**src/rtl/imu_tilt_complementary_filter_defines.svh**
```systemverilog
// -----------------------------------------------------------------------------
// IMU tilt filter assertion macros
// Shared concurrent assertion forms, clocked on the rising edge and disabled
// while reset is high.
// -----------------------------------------------------------------------------
`ifndef IMU_TILT_COMPLEMENTARY_FILTER_DEFINES_SVH
`define IMU_TILT_COMPLEMENTARY_FILTER_DEFINES_SVH

// same-cycle implication
`define ITCF_ASSERT_IMPL(lbl, clk, rst, ante, cons, msg) \
  lbl: assert property (@(posedge clk) disable iff (rst) (ante) |-> (cons)) \
    else $error(msg);

// next-cycle implication
`define ITCF_ASSERT_NEXT(lbl, clk, rst, ante, cons, msg) \
  lbl: assert property (@(posedge clk) disable iff (rst) (ante) |=> (cons)) \
    else $error(msg);

`endif

```
**src/rtl/itcf_pkg.sv**
```systemverilog
`timescale 1ns / 1ps
// -----------------------------------------------------------------------------
// itcf_pkg
// Widths, fixed-point constants, CORDIC arctangent table and the structs
// shared by the tilt filter modules.
// -----------------------------------------------------------------------------
package itcf_pkg;

  localparam int SAMPLE_W    = 16;
  localparam int WEIGHT_W    = 16;
  localparam int STEP_W      = 16;
  localparam int FUSED_W     = 24;
  localparam int TILT_W      = 17;
  localparam int EST_W       = 40;
  localparam int CFG_INDEX_W = 8;
  localparam int CFG_DATA_W  = 16;

  localparam int CX_W        = 34;  // CORDIC x / y
  localparam int CZ_W        = 32;  // CORDIC angle, Q20 degrees
  localparam int ZQ_W        = 29;  // clamped tilt, Q20 degrees
  localparam int ATAN_LEN    = 24;
  localparam int PRE_SHIFT   = 14;
  localparam int CORDIC_FRAC = 20;
  localparam int BLEND_FRAC  = 16;
  localparam int STEP_FRAC   = 24;

  localparam logic signed [CZ_W-1:0] DEG180_Q20 = 32'sd188743680;

  localparam logic [WEIGHT_W-1:0] BLEND_WEIGHT_RST = 16'd655;
  localparam logic [STEP_W-1:0]   GYRO_STEP_RST    = 16'd2557;

  localparam logic [CFG_INDEX_W-1:0] REG_BLEND_WEIGHT = 8'd0;
  localparam logic [CFG_INDEX_W-1:0] REG_GYRO_STEP    = 8'd1;

  typedef struct packed {
    logic signed [CX_W-1:0] x;
    logic signed [CX_W-1:0] y;
    logic signed [CZ_W-1:0] z;
  } cordic_t;

  typedef struct packed {
    logic                       start;
    logic                       zero;
    logic signed [SAMPLE_W-1:0] gyro;
    logic signed [CZ_W-1:0]     z;
  } blend_req_t;

  typedef struct packed {
    logic                      valid;
    logic signed [FUSED_W-1:0] fused;
    logic signed [TILT_W-1:0]  tilt;
  } blend_res_t;

  // atan(2^-i) in degrees, Q20
  function automatic logic signed [CZ_W-1:0] atan_q20(input int unsigned idx);
    logic signed [CZ_W-1:0] v;
    case (idx)
      0:       v = 32'sd47185920;
      1:       v = 32'sd27855475;
      2:       v = 32'sd14718068;
      3:       v = 32'sd7471121;
      4:       v = 32'sd3750058;
      5:       v = 32'sd1876857;
      6:       v = 32'sd938658;
      7:       v = 32'sd469357;
      8:       v = 32'sd234682;
      9:       v = 32'sd117342;
      10:      v = 32'sd58671;
      11:      v = 32'sd29335;
      12:      v = 32'sd14668;
      13:      v = 32'sd7334;
      14:      v = 32'sd3667;
      15:      v = 32'sd1833;
      16:      v = 32'sd917;
      17:      v = 32'sd458;
      18:      v = 32'sd229;
      19:      v = 32'sd115;
      20:      v = 32'sd57;
      21:      v = 32'sd29;
      22:      v = 32'sd14;
      23:      v = 32'sd7;
      default: v = '0;
    endcase
    return v;
  endfunction

endpackage

```
**src/rtl/itcf_blend.sv**
```systemverilog
`timescale 1ns / 1ps
// -----------------------------------------------------------------------------
// itcf_blend
// Tilt clamp, gyro increment and complementary blend of the kept estimate.
// Sequenced as registered steps (S_CLAMP to S_SAT), at most one multiplier per step.
// -----------------------------------------------------------------------------
`include "imu_tilt_complementary_filter_defines.svh"

module itcf_blend #(
  parameter int ANGLE_FRAC_BITS = 8
) (
  input  logic                           clk,
  input  logic                           rst,
  input  itcf_pkg::blend_req_t           req,
  input  logic [itcf_pkg::WEIGHT_W-1:0]  blend_weight,
  input  logic [itcf_pkg::STEP_W-1:0]    gyro_step,
  input  logic                           res_take,
  output itcf_pkg::blend_res_t           res
);

  localparam int SAMPLE_W = itcf_pkg::SAMPLE_W;
  localparam int WEIGHT_W = itcf_pkg::WEIGHT_W;
  localparam int STEP_W   = itcf_pkg::STEP_W;
  localparam int EST_W    = itcf_pkg::EST_W;
  localparam int ZQ_W     = itcf_pkg::ZQ_W;
  localparam int CZ_W     = itcf_pkg::CZ_W;
  localparam int FUSED_W  = itcf_pkg::FUSED_W;
  localparam int TILT_W   = itcf_pkg::TILT_W;

  localparam int EST_FRAC = ANGLE_FRAC_BITS + itcf_pkg::BLEND_FRAC;
  localparam int INC_LSH  = (EST_FRAC > itcf_pkg::STEP_FRAC) ?
                            EST_FRAC - itcf_pkg::STEP_FRAC : 0;
  localparam int INC_RSH  = (EST_FRAC < itcf_pkg::STEP_FRAC) ?
                            itcf_pkg::STEP_FRAC - EST_FRAC : 0;
  localparam int INC_RND  = (INC_RSH > 0) ? (1 << (INC_RSH - 1)) : 0;
  localparam int RAW_W    = SAMPLE_W + STEP_W + 2;
  localparam int INC_W    = RAW_W + INC_LSH;
  localparam int A_W      = ((INC_W > EST_W) ? INC_W : EST_W) + 1;
  localparam int SPLIT_W  = 24;
  localparam int A_HI_W   = A_W - SPLIT_W;
  localparam int M_W      = WEIGHT_W + 1;
  localparam int PT_W     = M_W + ZQ_W;
  localparam int PLO_W    = M_W + SPLIT_W;
  localparam int PHI_W    = M_W + 1 + A_HI_W;
  localparam int TSH      = EST_FRAC - itcf_pkg::CORDIC_FRAC;
  localparam int SUM_W    = A_W + M_W + 2;
  localparam int ESTF_W   = SUM_W - itcf_pkg::BLEND_FRAC;
  localparam int TQ_W     = ZQ_W + 1;
  localparam int TILT_RSH = itcf_pkg::CORDIC_FRAC - ANGLE_FRAC_BITS;

  localparam logic [M_W-1:0] M_FULL = M_W'(1) << WEIGHT_W;
  localparam logic signed [RAW_W:0] INC_RND_S = (RAW_W + 1)'(INC_RND);
  localparam logic signed [SUM_W-1:0] RND_HALF = SUM_W'(1) <<< (itcf_pkg::BLEND_FRAC - 1);
  localparam logic signed [TQ_W-1:0] TILT_RND = TQ_W'(1) <<< (TILT_RSH - 1);
  localparam logic signed [TQ_W-1:0] TILT_HI = (TQ_W'(1) <<< (TILT_W - 1)) - TQ_W'(1);
  localparam logic signed [TQ_W-1:0] TILT_LO = -(TQ_W'(1) <<< (TILT_W - 1));
  localparam logic signed [ESTF_W-1:0] EST_HI =
    {{(ESTF_W - EST_W + 1){1'b0}}, {(EST_W - 1){1'b1}}};
  localparam logic signed [ESTF_W-1:0] EST_LO =
    {{(ESTF_W - EST_W + 1){1'b1}}, {(EST_W - 1){1'b0}}};

  typedef enum logic [3:0] {
    S_IDLE, S_CLAMP, S_INC, S_ADD, S_LO, S_HI, S_SUM, S_SAT, S_DONE
  } state_t;

  state_t state;

  logic signed [CZ_W-1:0]     zr;
  logic signed [SAMPLE_W-1:0] gy_r;
  logic                       zero_r;
  logic signed [ZQ_W-1:0]     zq, zq_next;
  logic signed [RAW_W-1:0]    rinc, rinc_next;
  logic [M_W-1:0]             m, m_next;
  logic signed [INC_W-1:0]    inc, inc_next;
  logic signed [PT_W-1:0]     pt, pt_next;
  logic signed [A_W-1:0]      a, a_next;
  logic [PLO_W-1:0]           plo, plo_next;
  logic signed [PHI_W-1:0]    phi, phi_next;
  logic signed [SUM_W-1:0]    acc, acc_next;
  logic signed [SUM_W-1:0]    sum, sum_next;
  logic signed [EST_W-1:0]    est, est_next;
  logic signed [FUSED_W-1:0]  fused_r;
  logic signed [TILT_W-1:0]   tilt_r, tilt_next;
  logic signed [SAMPLE_W:0]   negy;
  logic signed [RAW_W:0]      rinc_rnd;
  logic signed [TQ_W-1:0]     tq;
  logic signed [ESTF_W-1:0]   estf;

  always_comb begin
    if (zero_r) begin
      zq_next = '0;
    end else if (zr > itcf_pkg::DEG180_Q20) begin
      zq_next = ZQ_W'(itcf_pkg::DEG180_Q20);
    end else if (zr < -itcf_pkg::DEG180_Q20) begin
      zq_next = ZQ_W'(-itcf_pkg::DEG180_Q20);
    end else begin
      zq_next = ZQ_W'(zr);
    end
  end

  assign negy      = -((SAMPLE_W + 1)'(gy_r));
  assign rinc_next = negy * $signed({1'b0, gyro_step});
  assign m_next    = M_FULL - M_W'(blend_weight);

  assign rinc_rnd  = (RAW_W + 1)'(rinc) + INC_RND_S;

  always_comb begin
    if (INC_RSH > 0) begin
      inc_next = INC_W'(rinc_rnd >>> INC_RSH);
    end else begin
      inc_next = INC_W'(rinc) <<< INC_LSH;
    end
  end

  assign pt_next = $signed({1'b0, blend_weight}) * zq;

  assign tq = (TQ_W'(zq) + TILT_RND) >>> TILT_RSH;

  always_comb begin
    if (tq > TILT_HI) begin
      tilt_next = TILT_W'(TILT_HI);
    end else if (tq < TILT_LO) begin
      tilt_next = TILT_W'(TILT_LO);
    end else begin
      tilt_next = TILT_W'(tq);
    end
  end

  assign a_next   = A_W'(est) + A_W'(inc);
  assign plo_next = m * a[SPLIT_W-1:0];
  assign phi_next = $signed({1'b0, m}) * $signed(a[A_W-1:SPLIT_W]);
  assign acc_next = $signed(SUM_W'(plo)) + (SUM_W'(pt) <<< TSH) + RND_HALF;
  assign sum_next = acc + (SUM_W'(phi) <<< SPLIT_W);
  assign estf     = ESTF_W'(sum >>> itcf_pkg::BLEND_FRAC);

  always_comb begin
    if (estf > EST_HI) begin
      est_next = EST_W'(EST_HI);
    end else if (estf < EST_LO) begin
      est_next = EST_W'(EST_LO);
    end else begin
      est_next = EST_W'(estf);
    end
  end

  always_ff @(posedge clk) begin
    if (rst) begin
      state <= S_IDLE;
      est   <= '0;
    end else begin
      unique case (state)
        S_IDLE: begin
          if (req.start) begin
            zr     <= req.z;
            gy_r   <= req.gyro;
            zero_r <= req.zero;
            state  <= S_CLAMP;
          end
        end
        S_CLAMP: begin
          zq    <= zq_next;
          rinc  <= rinc_next;
          m     <= m_next;
          state <= S_INC;
        end
        S_INC: begin
          inc    <= inc_next;
          pt     <= pt_next;
          tilt_r <= tilt_next;
          state  <= S_ADD;
        end
        S_ADD: begin
          a     <= a_next;
          state <= S_LO;
        end
        S_LO: begin
          plo   <= plo_next;
          state <= S_HI;
        end
        S_HI: begin
          phi   <= phi_next;
          acc   <= acc_next;
          state <= S_SUM;
        end
        S_SUM: begin
          sum   <= sum_next;
          state <= S_SAT;
        end
        S_SAT: begin
          est     <= est_next;
          fused_r <= est_next[EST_W-1 -: FUSED_W];
          state   <= S_DONE;
        end
        S_DONE: begin
          if (res_take) begin
            state <= S_IDLE;
          end
        end
        default: state <= S_IDLE;
      endcase
    end
  end

  assign res.valid = (state == S_DONE);
  assign res.fused = fused_r;
  assign res.tilt  = tilt_r;

  `ITCF_ASSERT_IMPL(a_start_idle, clk, rst, req.start, state == S_IDLE, "sample reached blend while busy")
  `ITCF_ASSERT_IMPL(a_est_write, clk, rst, !$past(rst) && !$stable(est), $past(state) == S_SAT, "estimate changed outside update step")
  `ITCF_ASSERT_NEXT(a_done_hold, clk, rst, state == S_DONE && !res_take, state == S_DONE, "result dropped before taken")

endmodule

```
**config.mk**
```make
export PLATFORM = sky130hd
export DESIGN_NAME = itcf_blend
export DESIGN_NICKNAME = d
export VERILOG_FILES = /design/src/rtl/itcf_pkg.sv /design/src/rtl/itcf_blend.sv
export VERILOG_INCLUDE_DIRS = /design/src /design/src/rtl
export SDC_FILE = /design/constraint.sdc
export NUM_CORES = 2
export LEC_CHECK = 0
export ABC_AREA = 1
export ABC_CLOCK_PERIOD_IN_PS = 13610
export BUFFER_PORTS_ARGS = -buffer_cell sky130_fd_sc_hd__clkbuf_2
export CORE_ASPECT_RATIO = 0.5
export CORE_MARGIN = 3
export CORE_UTILIZATION = 55
export DETAILED_ROUTE_END_ITERATION = 10
export HOLD_SLACK_MARGIN = 0.15
export PLACE_DENSITY = 0.71
export SKIP_LAST_GASP = 1
export SYNTH_ARGS = -nofsm -noshare
export SYNTH_HDL_FRONTEND = slang
export SYNTH_SLANG_ARGS = --single-unit
```
**constraint.sdc**
```tcl
create_clock -name clk -period 13.61 [get_ports clk]
set_input_delay 4.083 -clock clk [delete_from_list [all_inputs] [get_ports clk]]
set_output_delay 4.083 -clock clk [all_outputs]
set_load 0.03 [all_outputs]
```
==> flow_summary.json <==
{
  "cp.arrival_ns": 9.88,
  "avgRoutedWirePerCell_um": 19.00,
  "track_usage_pct": 30.87,
  "io_pins": 127,
  "worstPathRequired_ns": 14.01,
  "max_cap_violations": 0,
  "hpwl_mm": 182.1,
  "initial_core_util_pct": 55.69,
  "firstDrtPassIters": 5,
  "async_reset_ff_share_pct": 0,
  "ys_seq_area_share_pct": 18.09,
  "final_nets": 11810,
  "cts_tree": "yes",
  "io_buffers": 126,
  "fill_cells": 12920,
  "finalSetupViolCount": 0,
  "die_width_um": 540.0,
  "timing.fmax_mhz": 105.5,
  "clk_pin_slew_worst_paths_ns": 0.07,
  "drive_above_1_share_pct": 3.466,
  "die-height_um": 273.0,
  "netlist_instances": 9917,
  "drtAntennaViolNets": 0,
  "drc": 0,
  "hold_violations": 0,
  "drt_iter0_drc": 5261,
  "row_count": 97,
  "synth_top_area_share_pct": 32.68,
  "syn_avg_cell_area_um2": 7.907,
  "yosys.area.top_type": "fa_1",
  "grt_pass1_wl_mm": 355.2,
  "ctsHoldBuffers": 0,
  "period_minus_slack_ns": 9.481,
  "cts_buffers": 51,
  "worst_pin_slew_ns": 1.186,
  "yosys-top-cells-area": "fa_1 (33%), edfxtp_1 (17%), nand2_1 (13%)",
  "cts_htree_levels": 2,
  "grt_util_met2_pct": 47.18,
  "area_delta_synth_final_pct": 5.197,
  "final_common_cell": "nand2_1",
  "grtUsageMet1_pct": 46.30,
  "setup_tns_ns": 0,
  "core_um2": 140800,
  "grt_max_degree": 69,
  "cts_resized": 0,
  "overflow": 0,
  "ys_seq_elements": 487,
  "critPathLaunchType": "input port",
  "endpoint_kind": "register",
  "clk_latency_ns": 0.69,
  "antenna_found_initial": 6,
  "totalWireLength_mm": 223.8,
  "mostFrequentLayoutCells": "nand2_1 (2642), inv_1 (2602), fa_1 (1280), nor2_1 (687), ha_1 (590)",
  "finalWeightedCongestion": 1.002,
  "clock_path_buffers": 3,
  "postSynthNetCount": 11870,
  "synth_edf_count": 443,
  "grt_use_met3_pct": 4.888,
  "postCtsSetupBuffers": 0,
  "viasPerCell": 5.359,
  "yosysUniqueCellTypes": 50,
  "vias": 63120,
  "busiest_layer": "met2",
  "min_path_type": "register to register",
  "worstPathMaxFanout": 33,
  "clock_sinks": 487,
  "cts-root-buf": "clkbuf_16",
  "critPathKind": "input port to register",
  "slew_violations": 0,
  "rsz0062_at_grt": "false",
  "status": "finished, final reports clean",
  "synth-main-ff-cell": "edfxtp_1",
  "clock_skew_ns": 0.04961,
  "fin_crit_sh_pct": 69.66,
  "maxSlewHeadroom_pct": 20.87,
  "grt_pass1_vias": 63650,
  "yosys_warnings": 0,
  "syn_area_um2": 78410,
  "dieArea_um2": 147400
}
-- path summary, 6_finish.rpt --
check                    from  depth (start not counted)            to  slack (ns)
min                   acc[23]                          0       sum[23]        0.38
min reg2reg           acc[23]                          0       sum[23]        0.38
max reg2reg           gy_r[0]                         28  inc_next[28]        5.98
max          blend_weight[11]                         21        pt[45]        4.13
-- cells in the mapped netlist (all sizes together) (11+ instances only) --
cell type,instances
nor3,45
xor2,136
buf,51
clkbuf,255
a21oi,337
nand3b,13
edfxtp,443
fa,1280
xnor2,38
nand3,237
nand4,95
o21ai,253
ha,590
a21o,11
o21bai,39
nor2,696
nor4,16
nand2,2650
a21boi,11
inv,2611
dfxtp,44
or2,32
-- per-stage QoR --
step | worst slack [ns] | hold WS [ns] | util, % | instances | instance area, um^2
floorplan | 0.9003 | 0.4003 | - | 9917 | 78410
global placement | 3.537 | 0.4015 | 57.34 | 11680 | 80730
detailed placement | 3.519 | 0.4045 | 57.34 | 11680 | 80730
CTS | 4.186 | 0.3925 | 58.59 | 11780 | 82480
global route | 3.757 | 0.4177 | 58.59 | 11780 | 82480
finish | 4.129 | 0.3767 | 58.59 | 11780 | 82490
-- flip-flops by register name, summed over array words and instances (netlist names) --
signal / cells
pt: 46
sum: 44
a: 41
est: 40
plo: 37
acc: 36
phi: 35
inc: 34
inc_next: 34
zr: 32
zq: 29
fused_r: 24
m: 17
tilt_r: 17
gy_r: 16
state: 4
zero_r: 1
-- layout make-up --
cell class,count,area (um^2),area share [%]
Antenna cell,2,5.005,0.006067
Clock inverter,28,330.3,0.4005
Timing Repair Buffer,189,1104,1.338
Multi-Input combinational cell,6508,53270,64.58
Tap cell,1881,2354,2.853
Sequential cell,487,14180,17.20
Clock buffer,67,1419,1.720
Inverter,2616,9822,11.91
-- cells by family (layout without fill, tap and decap cells) --
group / after synthesis / in the layout / share of synthesized area [%]
AO/OA/AOI/OAI: 666 / 666 / 4.508
XOR/XNOR: 174 / 174 / 1.944
adder cells (fa/ha/maj): 1870 / 1870 / 42.09
buffers and inverters: 2922 / 2900 / 14.04
flip-flops: 487 / 487 / 18.09
other: 0 / 2 / 0
AND/OR/NAND/NOR: 3798 / 3798 / 19.32
-- per-layer routing --
metal,up-vias,share of wire (%)
met4,0,2.2
met1,30960,45
met3,296,9.7
met5,-,0
li1,29150,-
met2,2714,43
-- worst max-delay path, stage by stage --
cell and delay (ns):
clkbuf_2 0.71, nand2_1 0.20, fa_1 0.58, inv_1 0.05, fa_1 0.56, fa_1 0.44, fa_1 0.49, fa_1 0.52
inv_1 0.06, fa_1 0.47, inv_1 0.04, ha_1 0.35, a21oi_1 0.35, a21boi_0 0.38, nand2_1 0.16, nand2_1 0.09
nand2_1 0.07, nand2_1 0.08, nand3_1 0.07, nand2_1 0.06, nand2_1 0.05
Power is left out: the tool's default activity adds up to more than one toggle a clock period on the data nets, which glitch-free logic cannot reach.
