`src/rtl/imu_tilt_complementary_filter_defines.svh`:
```
// -----------------------------------------------------------------------------
// IMU tilt filter assertion macros
// Shared concurrent assertion forms, clocked on the rising edge and disabled
// while reset is high.
// -----------------------------------------------------------------------------
`ifndef IMU_TILT_COMPLEMENTARY_FILTER_DEFINES_SVH
`define IMU_TILT_COMPLEMENTARY_FILTER_DEFINES_SVH

// same-cycle implication
`define ITCF_ASSERT_IMPL(lbl, clk, rst, ante, cons, msg) \
  lbl: assert property (@(posedge clk) disable iff (rst) (ante) |-> (cons)) \
    else $error(msg);

// next-cycle implication
`define ITCF_ASSERT_NEXT(lbl, clk, rst, ante, cons, msg) \
  lbl: assert property (@(posedge clk) disable iff (rst) (ante) |=> (cons)) \
    else $error(msg);

`endif

```
`src/rtl/itcf_pkg.sv`:
```
`timescale 1ns / 1ps
// -----------------------------------------------------------------------------
// itcf_pkg
// Widths, fixed-point constants, CORDIC arctangent table and the structs
// shared by the tilt filter modules.
// -----------------------------------------------------------------------------
package itcf_pkg;

  localparam int SAMPLE_W    = 16;
  localparam int WEIGHT_W    = 16;
  localparam int STEP_W      = 16;
  localparam int FUSED_W     = 24;
  localparam int TILT_W      = 17;
  localparam int EST_W       = 40;
  localparam int CFG_INDEX_W = 8;
  localparam int CFG_DATA_W  = 16;

  localparam int CX_W        = 34;  // CORDIC x / y
  localparam int CZ_W        = 32;  // CORDIC angle, Q20 degrees
  localparam int ZQ_W        = 29;  // clamped tilt, Q20 degrees
  localparam int ATAN_LEN    = 24;
  localparam int PRE_SHIFT   = 14;
  localparam int CORDIC_FRAC = 20;
  localparam int BLEND_FRAC  = 16;
  localparam int STEP_FRAC   = 24;

  localparam logic signed [CZ_W-1:0] DEG180_Q20 = 32'sd188743680;

  localparam logic [WEIGHT_W-1:0] BLEND_WEIGHT_RST = 16'd655;
  localparam logic [STEP_W-1:0]   GYRO_STEP_RST    = 16'd2557;

  localparam logic [CFG_INDEX_W-1:0] REG_BLEND_WEIGHT = 8'd0;
  localparam logic [CFG_INDEX_W-1:0] REG_GYRO_STEP    = 8'd1;

  typedef struct packed {
    logic signed [CX_W-1:0] x;
    logic signed [CX_W-1:0] y;
    logic signed [CZ_W-1:0] z;
  } cordic_t;

  typedef struct packed {
    logic                       start;
    logic                       zero;
    logic signed [SAMPLE_W-1:0] gyro;
    logic signed [CZ_W-1:0]     z;
  } blend_req_t;

  typedef struct packed {
    logic                      valid;
    logic signed [FUSED_W-1:0] fused;
    logic signed [TILT_W-1:0]  tilt;
  } blend_res_t;

  // atan(2^-i) in degrees, Q20
  function automatic logic signed [CZ_W-1:0] atan_q20(input int unsigned idx);
    logic signed [CZ_W-1:0] v;
    case (idx)
      0:       v = 32'sd47185920;
      1:       v = 32'sd27855475;
      2:       v = 32'sd14718068;
      3:       v = 32'sd7471121;
      4:       v = 32'sd3750058;
      5:       v = 32'sd1876857;
      6:       v = 32'sd938658;
      7:       v = 32'sd469357;
      8:       v = 32'sd234682;
      9:       v = 32'sd117342;
      10:      v = 32'sd58671;
      11:      v = 32'sd29335;
      12:      v = 32'sd14668;
      13:      v = 32'sd7334;
      14:      v = 32'sd3667;
      15:      v = 32'sd1833;
      16:      v = 32'sd917;
      17:      v = 32'sd458;
      18:      v = 32'sd229;
      19:      v = 32'sd115;
      20:      v = 32'sd57;
      21:      v = 32'sd29;
      22:      v = 32'sd14;
      23:      v = 32'sd7;
      default: v = '0;
    endcase
    return v;
  endfunction

endpackage

```
`src/rtl/itcf_cordic_cell.sv`:
```
`timescale 1ns / 1ps
// -----------------------------------------------------------------------------
// itcf_cordic_cell
// One vectoring CORDIC micro-rotation, registered. Cells are chained so the
// vector moves one cell per cycle.
// -----------------------------------------------------------------------------
module itcf_cordic_cell #(
  parameter int STAGE = 0
) (
  input  logic              clk,
  input  logic              rst,
  input  logic              in_vld,
  input  itcf_pkg::cordic_t in_d,
  output logic              out_vld,
  output itcf_pkg::cordic_t out_d
);

  localparam int CX_W = itcf_pkg::CX_W;
  localparam int CZ_W = itcf_pkg::CZ_W;
  localparam logic signed [CZ_W-1:0] ATAN = itcf_pkg::atan_q20(STAGE);

  logic signed [CX_W-1:0] xi, yi, dx, dy;
  logic signed [CZ_W-1:0] zi;
  itcf_pkg::cordic_t      d_next;

  assign xi = in_d.x;
  assign yi = in_d.y;
  assign zi = in_d.z;
  assign dx = yi >>> STAGE;
  assign dy = xi >>> STAGE;

  always_comb begin
    if (yi > 0) begin
      d_next.x = xi + dx;
      d_next.y = yi - dy;
      d_next.z = zi + ATAN;
    end else begin
      d_next.x = xi - dx;
      d_next.y = yi + dy;
      d_next.z = zi - ATAN;
    end
  end

  always_ff @(posedge clk) begin
    if (rst) begin
      out_vld <= 1'b0;
    end else begin
      out_vld <= in_vld;
    end
  end

  always_ff @(posedge clk) begin
    out_d <= d_next;
  end

endmodule

```
`config.mk`:
```
export PLATFORM = sky130hd
export DESIGN_NAME = itcf_cordic_cell
export DESIGN_NICKNAME = d
export VERILOG_FILES = /design/src/rtl/imu_tilt_complementary_filter_defines.svh /design/src/rtl/itcf_pkg.sv /design/src/rtl/itcf_cordic_cell.sv
export SDC_FILE = /design/constraint.sdc
export NUM_CORES = 1
export LEC_CHECK = 0
export CAP_MARGIN = 20
export CORE_ASPECT_RATIO = 1.1
export CORE_MARGIN = 2
export CORE_UTILIZATION = 37
export CTS_BUF_LIST = sky130_fd_sc_hd__clkbuf_16
export CTS_CLUSTER_DIAMETER = 200
export CTS_CLUSTER_SIZE = 14
export DETAILED_ROUTE_END_ITERATION = 7
export DONT_BUFFER_PORTS = 1
export PLACE_DENSITY = 0.54
export SETUP_SLACK_MARGIN = 0.15
export SKIP_CTS_REPAIR_TIMING = 1
export SLEW_MARGIN = 5
export SYNTH_ARGS = -nofsm -noshare
export SYNTH_HDL_FRONTEND = slang
export SYNTH_SLANG_ARGS = --single-unit
```
`constraint.sdc`:
```
create_clock -name clk -period 5.2 [get_ports clk]
set_clock_uncertainty 0.15 [all_clocks]
set_input_delay 0.26 -clock clk [delete_from_list [all_inputs] [get_ports clk]]
set_output_delay 0.26 -clock clk [all_outputs]
set_load 0.05 [all_outputs]
```
==> results of run 1 <==
[sequential cells by signal (all words and copies together) (netlist names)]
register,count
out_vld,1
out_d,99
[metrics by stage]
step	worst slack, ns	hold slack [ns]	cells	cell area, um2	power (mW)
finish	1.61	-0.00722	1402	9470	3.07
global route	1.22	0.00925	1402	9470	3.22
CTS	1.61	-0.256	1375	9200	3.08
detailed placement	1.23	0.138	1359	8890	2.36
global placement	1.18	0.138	1359	8890	2.37
floorplan	1.90	0.138	1110	8730	2.14
[cell usage after synthesis (all sizes together) (8+ instances only)]
| cell | n | area [um2] |
|---|---|---|
| xor2 | 8 | 70.1 |
| o211ai | 19 | 148 |
| inv | 113 | 424 |
| a21oi | 124 | 624 |
| nand3 | 11 | 60.1 |
| a21o | 21 | 158 |
| clkbuf | 29 | 109 |
| nor3 | 22 | 110 |
| or3 | 11 | 68.8 |
| nand4 | 17 | 106 |
| mux2i | 13 | 130 |
| dfxtp | 100 | 2000 |
| nor2 | 79 | 299 |
| a31oi | 9 | 62.6 |
| nand2 | 51 | 191 |
| ha | 109 | 1360 |
| a221oi | 8 | 76.3 |
| a211oi | 20 | 173 |
| o21bai | 36 | 274 |
| o21ai | 70 | 350 |
| o31ai | 10 | 75.1 |
| and3 | 8 | 50.1 |
| nor2b | 16 | 100 |
| xnor2 | 64 | 561 |
| o21a | 8 | 60.1 |
| buf | 24 | 116 |
| nor4 | 15 | 93.8 |
[worst max path at each step]
stage / cells past startpoint / slack (ns) / startpoint / end
floorplan: 16 / 1.90 / in_d[40] / out_d[30]
global placement: 14 / 1.18 / in_d[50] / out_d[30]
detailed placement: 14 / 1.23 / in_d[50] / out_d[30]
CTS: 14 / 1.61 / in_d[50] / out_d[30]
global route: 14 / 1.22 / in_d[50] / out_d[30]
finish: 14 / 1.61 / in_d[50] / out_d[30]
[power by group through the flow]
stage	logic (mW)	clock network [mW]	registers [mW]
floorplan	0.636	0	1.51
finish	0.855	0.701	1.51
CTS	0.831	0.731	1.52
global placement	0.828	0	1.54
global route	0.943	0.748	1.53
detailed placement	0.824	0	1.54
[cells by family (layout without fill, tap and decap cells)]
logic type / count (synthesis) / in the layout / share of synthesized area [%]
buffers and inverters: 167 / 159 / 7.48
adders and majority gates: 113 / 113 / 16.5
muxes: 13 / 13 / 1.49
xor gates and xnor gates: 72 / 72 / 7.23
DFF: 100 / 100 / 22.9
and+or+nand+nor: 263 / 263 / 15.2
AOI/OAI and AO/OA: 382 / 382 / 29.2
[cells in the final DEF (no fill, tap or decap), types with 6 or more instances in the layout]
master and count:
xor2_1 8, or3_1 11, o21bai_1 35, o21ai_1 6, o21ai_0 64, a211oi_1 17, inv_1 110, o211ai_1 18
o21a_1 8, a31oi_1 8, nand2_1 51, a21oi_1 123, or2_2 6, nor4_1 15, o31ai_1 10, clkbuf_16 9
mux2i_1 13, a21o_1 20, dlygate4sd3_1 27, nor2_1 78, o31a_1 6, nor3_1 22, a221oi_1 7, nor2b_1 16
nand4_1 17, and3_1 8, xnor2_1 64, o22ai_1 7, ha_1 109, nand3_1 10, dfxtp_1 100
[cell type report]
| class | count | area, um2 |
|---|---|---|
| inverter | 114 | 428 |
| fill | 2386 | 13500 |
| multi-input combinational | 843 | 6070 |
| tap | 300 | 375 |
| sequential | 100 | 2000 |
| clock buffer | 9 | 225 |
| timing repair buffer | 29 | 285 |
| clock inverter | 7 | 78.8 |
[critical path, stage by stage]
cell	delay (ns)
nor4_1	0.65
nand4_1	0.18
nor2_1	0.14
a21o_2	0.36
inv_2	0.24
ha_1	0.38
a21o_1	0.17
a21oi_1	0.24
o21bai_1	0.09
a21oi_1	0.22
o21bai_1	0.08
a21oi_1	0.26
nor4b_1	0.09
a311o_1	0.31
[metal layers]
| metal | vias to the layer above | share of wire, % | track usage, % |
|---|---|---|---|
| met1 | 3678 | 45 | 30.6 |
| met3 | 32 | 7.3 | 4.59 |
| met4 | 0 | 1.7 | 6.05 |
| met2 | 306 | 46 | 37.3 |
| li1 | 3922 | - | - |
| met5 | - | 0 | 0 |
==> flow_summary.json, run 1 <==
{
  "run_status": "finished, violations left",
  "grt_start_max_net_pins": 71,
  "drc": 0,
  "cp.required_ns": 5.31,
  "synth_enable_flop_cells": 0,
  "tritoncts_num_sinks": 100,
  "ys.warnings.count": 0,
  "wl_per_cell_um": 20.6,
  "timing_max_transition_violations_final": 0,
  "layout-area-overhead-vs-synth_pct": 8.49,
  "vdd_drop_max_uv": 152,
  "finalSetupTns_ns": 0,
  "tritoncts.num_buffers": 9,
  "maxCapViolations": 0,
  "cts.htree.levels": 3,
  "number_of_unique_standard_cell_types_used_by_synthesis": 84,
  "power.share.combinational_pct": 27.9,
  "design.core.area_um2": 23000,
  "postRouteAntennaNets": 0,
  "synth_area_um2": 8730,
  "power_per_cell_area_nw_per_um2": 324,
  "setup.worst_path.start_class": "input port",
  "hold_path_startpoint": "in_d[99]",
  "portion_of_the_clock_cycle_consumed_by_the_worst_path_in_the_final_layout_pct": 69.1,
  "detail_route.first_pass.iterations": 5,
  "initial_utilization_pct": 37.9,
  "cts_root_buffer": "clkbuf_16",
  "drive_above_1_share_pct": 4.36,
  "detailed_place_hpwl_mm": 22.7,
  "worst_path_maximum_fanout": 15,
  "routed-via-count": 7938,
  "ios": 204,
  "share_of_async_settable_or_async_resettable_flops_after_synthesis_pct": 0,
  "insertedDiodeCount": 0,
  "die_height_um": 165,
  "drtIter0Drc": 632,
  "achievable-frequency_mhz": 278,
  "grt_first_pass_wirelength_mm": 43.7,
  "share_clk_of_total_power_pct": 22.8,
  "via_count_of_the_first_global_routing_pass": 7631,
  "grt_setup_unrepaired": "false",
  "tritoncts_clock_tree": "yes",
  "numPortBuffers": 0,
  "cts-root-to-sink-buffers": 2,
  "worst_slew_pin_slew_ns": 0.940,
  "max_slew_margin_pct": 37.2,
  "die_width_um": 150,
  "violations_in_the_final_reports": "negative hold slack",
  "finalWirelength_mm": 28.9,
  "hold-path-endpoint": "out_d[65]",
  "antenna_found_initial": 0,
  "worstPathArrival_ns": 3.70,
  "postSynthRegisterBits": 100,
  "synthesis.nets": 1326,
  "gp_weighted_congestion": 0.895,
  "p_int_mw": 1.59,
  "worstHoldPathCells": 2,
  "hold-worst-slack_ns": -0.00722,
  "power.net_switching_mw": 1.48,
  "std_cell_rows": 58,
  "p_sw_share_pct": 48.1,
  "grtUsageTotal_pct": 22.8,
  "postSynthAreaPerCell_um2": 7.86,
  "cts.reportedPaths.clkPinSlew_ns": 0.08,
  "hold_path.class": "input port to register",
  "synth_flop_cell": "dfxtp_1",
  "net_count_reported_at_finish": 1313,
  "gate_count_post_synth": 1110,
  "p_leak_nw": 4.06,
  "timing_worst_setup_path_type": "input port to register",
  "post-route-util_pct": 41.2,
  "final.min_clock_period_ns": 3.59,
  "die-area_um2": 24800,
  "grt-ovfl-total": 0,
  "seq_area_frac_synth_pct": 22.9,
  "setup_viol_count_final": 0,
  "vias_per_cell": 5.66,
  "final-hold-violation-count": 2,
  "sequentialPowerShare_pct": 49.3,
  "endpoint_kind": "register"
}
(Power assumes the default switching activity.)
==> inputs of run 2 (changes only) <==
==> constraint.sdc (replaced) <==
create_clock -name clk -period 3.5 [get_ports clk]
set_clock_uncertainty 0.15 [all_clocks]
set_input_delay 0.175 -clock clk [delete_from_list [all_inputs] [get_ports clk]]
set_output_delay 0.175 -clock clk [all_outputs]
set_load 0.05 [all_outputs]
==> run 2 against run 1 <==
- the flow still finishes with violations (negative hold slack)
- hold slack gained 0.0018 ns
- die area is the same
- largest power group unchanged
- flip-flop and latch count is the same
- final area grew 4.4%
- first-iteration DRC count grew 12%
- critical path depth shrank 2
- count of clock-buffer cells in the layout is the same
- sequential power grew 49%
- highest routed layer unchanged
- clock power grew 54%
- global-route usage grew 0.48 points
- core utilization grew 1.8 points
==> flow_summary.json, run 2 (same netlist as run 1, synthesis figures left out) <==
{
  "run_status": "finished, violations left",
  "violations_in_the_final_reports": "negative hold slack",
  "die_height_um": 165,
  "tritoncts_num_sinks": 100,
  "tritoncts_clock_tree": "yes",
  "detail_route.first_pass.iterations": 5,
  "grt_start_max_net_pins": 74,
  "register_bank_with_the_most_flops": "out_d",
  "postRouteAntennaNets": 0,
  "final_cell_mix": "a21oi_1 (123), inv_1 (110), ha_1 (109)",
  "tritoncts.num_buffers": 9,
  "ios": 204,
  "die-area_um2": 24800,
  "worstPathArrival_ns": 3.29,
  "drtIter0Drc": 705,
  "power_per_cell_area_nw_per_um2": 472,
  "finalWirelength_mm": 29.7,
  "layout-area-overhead-vs-synth_pct": 13.3,
  "final.min_clock_period_ns": 3.14,
  "final.fill_count": 2346,
  "die_width_um": 150,
  "cts_root_buffer": "clkbuf_16",
  "critical_path.max_stage_delay_ns": 0.55,
  "largest_registers": "out_d: 99 flops, out_vld: 1 flops",
  "endpoint_kind": "register",
  "worst_path_maximum_fanout": 3,
  "grtUsageTotal_pct": 23.3,
  "crit_chain": "dlygate4sd3_1 > ha_1 > fa_1 > and3b_1 > o211ai_1 > a41oi_1 > nor2_1 > buf_4 > o21bai_1 > a221oi_1 > or4_1 > nand4_1",
  "setup.worst_path.start_class": "input port",
  "timing_worst_setup_path_type": "input port to register",
  "numPortBuffers": 0,
  "grt_first_pass_wirelength_mm": 44.4,
  "hold-worst-slack_ns": -0.00537,
  "portion_of_the_clock_cycle_consumed_by_the_worst_path_in_the_final_layout_pct": 89.8,
  "initial_utilization_pct": 37.9,
  "std_cell_rows": 58,
  "net_count_reported_at_finish": 1365,
  "antenna_found_initial": 0,
  "drive_above_1_share_pct": 7.63,
  "design.core.area_um2": 23000,
  "timing_max_transition_violations_final": 0,
  "wl_per_cell_um": 20.4,
  "gp_weighted_congestion": 0.889,
  "post-route-util_pct": 43.0,
  "design_power_total_mw": 4.67,
  "finalSetupTns_ns": 0,
  "achievable-frequency_mhz": 318,
  "largest_register_ffs": 99,
  "critPathSlowestCell": "dlygate4sd3_1",
  "drc": 0,
  "cp.required_ns": 3.65,
  "routed-via-count": 8227,
  "final-hold-violation-count": 1,
  "max_slew_margin_pct": 37.3,
  "grt_setup_unrepaired": "false",
  "via_count_of_the_first_global_routing_pass": 7777,
  "setup_viol_count_final": 0,
  "cts.htree.levels": 3,
  "hold_path.class": "input port to register",
  "maxCapViolations": 0,
  "vias_per_cell": 5.66,
  "p_leak_nw": 4.30,
  "vdd_drop_max_uv": 220,
  "insertedDiodeCount": 0,
  "layout_commonest_cell": "a21oi_1",
  "detailed_place_hpwl_mm": 23.4,
  "grt-ovfl-total": 0,
  "cts-root-to-sink-buffers": 2,
  "worst_slew_pin_slew_ns": 0.940,
  "cts.reportedPaths.clkPinSlew_ns": 0.08
}
==> run 2: changes by cell type in the layout (fill, tap and decap cells not counted) <==
cell	before	now
buf_4	2	42
dlygate4sd3_1	27	39
==> run 2: through the flow <==
step,cell area [um2],setup slack [ns],instances
after global placement,9190,0.410,1399
after global routing,9890,0.229,1454
after detailed placement,9190,0.424,1399
final,9890,0.356,1454
after floorplan,8730,0.287,1110
after CTS,9500,0.778,1415
==> run 2: worst paths after layout <==
kind                 start        end  slack, ns  depth (start not counted)
hold / removal    in_d[20]  out_d[23]     -0.005                          3
setup / recovery  in_d[66]  out_d[50]       0.36                         12
==> run 2: cell type report <==
class | count | area (um2) | share of cell area (%)
Tap cell | 300 | 375 | 3.80
Inverter | 114 | 428 | 4.33
Clock inverter | 7 | 78.8 | 0.797
Clock buffer | 9 | 225 | 2.28
Multi-Input combinational cell | 843 | 6070 | 61.4
Timing Repair Buffer | 81 | 706 | 7.14
Sequential cell | 100 | 2000 | 20.2
==> run 2: worst max-delay path, delay by kind of cell <==
kind                       cells  cell delay [ns]
adders and majority gates      2             0.70
AOI/OAI and AO/OA              4             0.84
buffers and inverters          2             0.71
and+or+nand+nor                4             0.85
==> run 2: report_power, final <==
group	switching [mW]	internal, mW
clock	0.567	0.511
sequential	0.885	1.36
combinational	0.795	0.544
==> run 2: metal layers <==
metal | wire (um) | global-route usage (%) | vias up
li1 | - | - | 4029
met1 | 13200 | 30.6 | 3825
met2 | 13600 | 38.3 | 324
met3 | 2110 | 5.36 | 49
met4 | 766 | 6.26 | 0
met5 | 0 | 0 | -
==> inputs of run 3 (changes only) <==
--- a/config.mk
+++ b/config.mk
@@ -6,6 +6,8 @@
 export NUM_CORES = 1
 export LEC_CHECK = 0
 export CAP_MARGIN = 20
+export CELL_PAD_IN_SITES_DETAIL_PLACEMENT = 2
+export CELL_PAD_IN_SITES_GLOBAL_PLACEMENT = 2
 export CORE_ASPECT_RATIO = 1.1
 export CORE_MARGIN = 2
 export CORE_UTILIZATION = 37
@@ -14,7 +16,7 @@
 export CTS_CLUSTER_SIZE = 14
 export DETAILED_ROUTE_END_ITERATION = 7
 export DONT_BUFFER_PORTS = 1
-export PLACE_DENSITY = 0.54
+export PLACE_DENSITY = 0.84
 export SETUP_SLACK_MARGIN = 0.15
 export SKIP_CTS_REPAIR_TIMING = 1
 export SLEW_MARGIN = 5
==> run 3 against run 2 <==
- non-clock buffer count decreased by 2
- core utilization shrank 0.17 points
- the run still ends with negative hold slack left
- flip-flop and latch count unchanged
- highest routed layer is now met5
- die area stayed put
- via count is 4.7% higher
- worst setup slack better by 0.0032 ns
==> flow_summary.json, run 3 (same netlist as run 1, synthesis figures left out) <==
{
  "endpoint_kind": "register",
  "antenna_found_initial": 1,
  "finalWirelength_mm": 35.2,
  "hold_path.class": "input port to register",
  "share_clk_of_total_power_pct": 21.8,
  "setup_viol_count_final": 0,
  "insertedDiodeCount": 0,
  "cts_root_buffer": "clkbuf_16",
  "register_bank_with_the_most_flops": "out_d",
  "crit_chain": "dlygate4sd3_1 > ha_1 > fa_1 > and3b_1 > o211ai_1 > a41oi_1 > nor2_1 > o21ai_0 > a2111oi_0 > a21oi_1 > xor2_1",
  "worst_path_maximum_fanout": 3,
  "power_per_cell_area_nw_per_um2": 475,
  "grt_first_pass_wirelength_mm": 52.8,
  "layout_commonest_cell": "a21oi_1",
  "finalSetupTns_ns": 0,
  "cp.required_ns": 3.65,
  "final.fill_count": 2591,
  "timing_worst_setup_path_type": "input port to register",
  "drive_above_1_share_pct": 7.73,
  "worstPathArrival_ns": 3.29,
  "routed-via-count": 8610,
  "p_sw_share_pct": 48.6,
  "critical_path.max_stage_delay_ns": 0.54,
  "hold-worst-slack_ns": -0.00335,
  "critPathSlowestCell": "dlygate4sd3_1",
  "violations_in_the_final_reports": "negative hold slack",
  "maxCapViolations": 0,
  "timing_max_transition_violations_final": 0,
  "cts-root-to-sink-buffers": 2,
  "tritoncts_clock_tree": "yes",
  "largest_registers": "out_d: 99 flops, out_vld: 1 flops",
  "cts.htree.levels": 3,
  "power.share.combinational_pct": 30.0,
  "portion_of_the_clock_cycle_consumed_by_the_worst_path_in_the_final_layout_pct": 89.7,
  "final.min_clock_period_ns": 3.14,
  "detail_route.first_pass.iterations": 5,
  "wl_per_cell_um": 24.2,
  "p_leak_nw": 4.28,
  "std_cell_rows": 58,
  "vias_per_cell": 5.93,
  "grt-ovfl-total": 0,
  "p_int_mw": 2.41,
  "drtIter0Drc": 481,
  "max_slew_margin_pct": 36.7,
  "tritoncts_num_sinks": 100,
  "via_count_of_the_first_global_routing_pass": 9286,
  "grtUsageTotal_pct": 27.7,
  "gp_weighted_congestion": 0.926,
  "final-hold-violation-count": 1,
  "net_count_reported_at_finish": 1363,
  "tritoncts.num_buffers": 9,
  "postRouteAntennaNets": 0,
  "placedCellCount": 1400,
  "largest_register_ffs": 99,
  "power.net_switching_mw": 2.27,
  "die_height_um": 165,
  "run_status": "finished, violations left",
  "stdcell_count": 1451,
  "worst_slew_pin_slew_ns": 0.948,
  "die-area_um2": 24800,
  "sequentialPowerShare_pct": 48.2,
  "final_cell_mix": "a21oi_1 (123), inv_1 (110), ha_1 (109)",
  "setup.worst_path.start_class": "input port",
  "layout-area-overhead-vs-synth_pct": 12.9,
  "cts.reportedPaths.clkPinSlew_ns": 0.08,
  "drc": 0,
  "achievable-frequency_mhz": 318,
  "grt_setup_unrepaired": "false",
  "detailed_place_hpwl_mm": 27.9,
  "die_width_um": 150,
  "ios": 204,
  "design.core.area_um2": 23000,
  "initial_utilization_pct": 37.9,
  "numPortBuffers": 0,
  "grt_start_max_net_pins": 65,
  "vdd_drop_max_uv": 260
}
run 3: changes by cell type in the layout (fill, tap and decap cells not counted):
cell,before,now
dlygate4sd3_1,39,36
clkinvlp_4,0,1
nor4_1,15,14
clkinv_4,1,2
inv_8,1,2
o21ai_0,64,63
buf_4,42,43
clkinv_8,2,0
nor4_2,0,1
o21ai_1,6,7
inv_6,3,1
run 3: worst max-delay path, delay by kind of cell:
family          cells  cell delay (ns)
xor+xnor            1             0.17
simple gates        2             0.35
compound gates      5             1.37
fa+ha+maj           2             0.69
buf+inv             1             0.54
run 3: worst paths after layout:
kind,startpoint,endpoint,cells after the start
max,in_d[66],out_d[52],11
min,in_d[26],out_d[26],2
run 3: routing by layer:
| metal | GRT usage, % | wire length, um |
|---|---|---|
| met3 | 5.33 | 2000 |
| met4 | 10.8 | 1160 |
| met2 | 49.7 | 17600 |
| met5 | 0 | 13 |
| met1 | 32.2 | 14400 |
run 3: power groups by stage:
stage | Clock (mW) | Sequential [mW] | Combinational (mW)
after floorplan | 0 | 2.24 | 0.945
after global placement | 0 | 2.28 | 1.29
after detailed placement | 0 | 2.29 | 1.34
after CTS | 1.05 | 2.26 | 1.36
after global routing | 1.09 | 2.28 | 1.53
final | 1.02 | 2.26 | 1.40
run 3: layout make-up:
| cell class | count | area, um2 | area share, % |
|---|---|---|---|
| Clock buffer | 9 | 225 | 2.29 |
| Multi-Input combinational cell | 843 | 6080 | 61.7 |
| Sequential cell | 100 | 2000 | 20.3 |
| Tap cell | 300 | 375 | 3.81 |
| Timing Repair Buffer | 79 | 683 | 6.94 |
| Inverter | 114 | 428 | 4.34 |
| Clock inverter | 6 | 56.3 | 0.572 |
run 3: stage by stage:
step / util [%] / instance area [um2] / hold slack (ns) / setup slack [ns] / power [mW]
2_1_floorplan: - / 8730 / 0.0527 / 0.287 / 3.19
3_3_place_gp: 40.0 / 9200 / 0.0528 / 0.266 / 3.57
3_5_place_dp: 40.0 / 9200 / 0.0528 / 0.0174 / 3.63
4_1_cts: 41.2 / 9480 / -0.336 / 0.365 / 4.67
5_1_grt: 42.8 / 9850 / 0.00404 / 0.200 / 4.90
6_report: 42.8 / 9850 / -0.00335 / 0.359 / 4.68
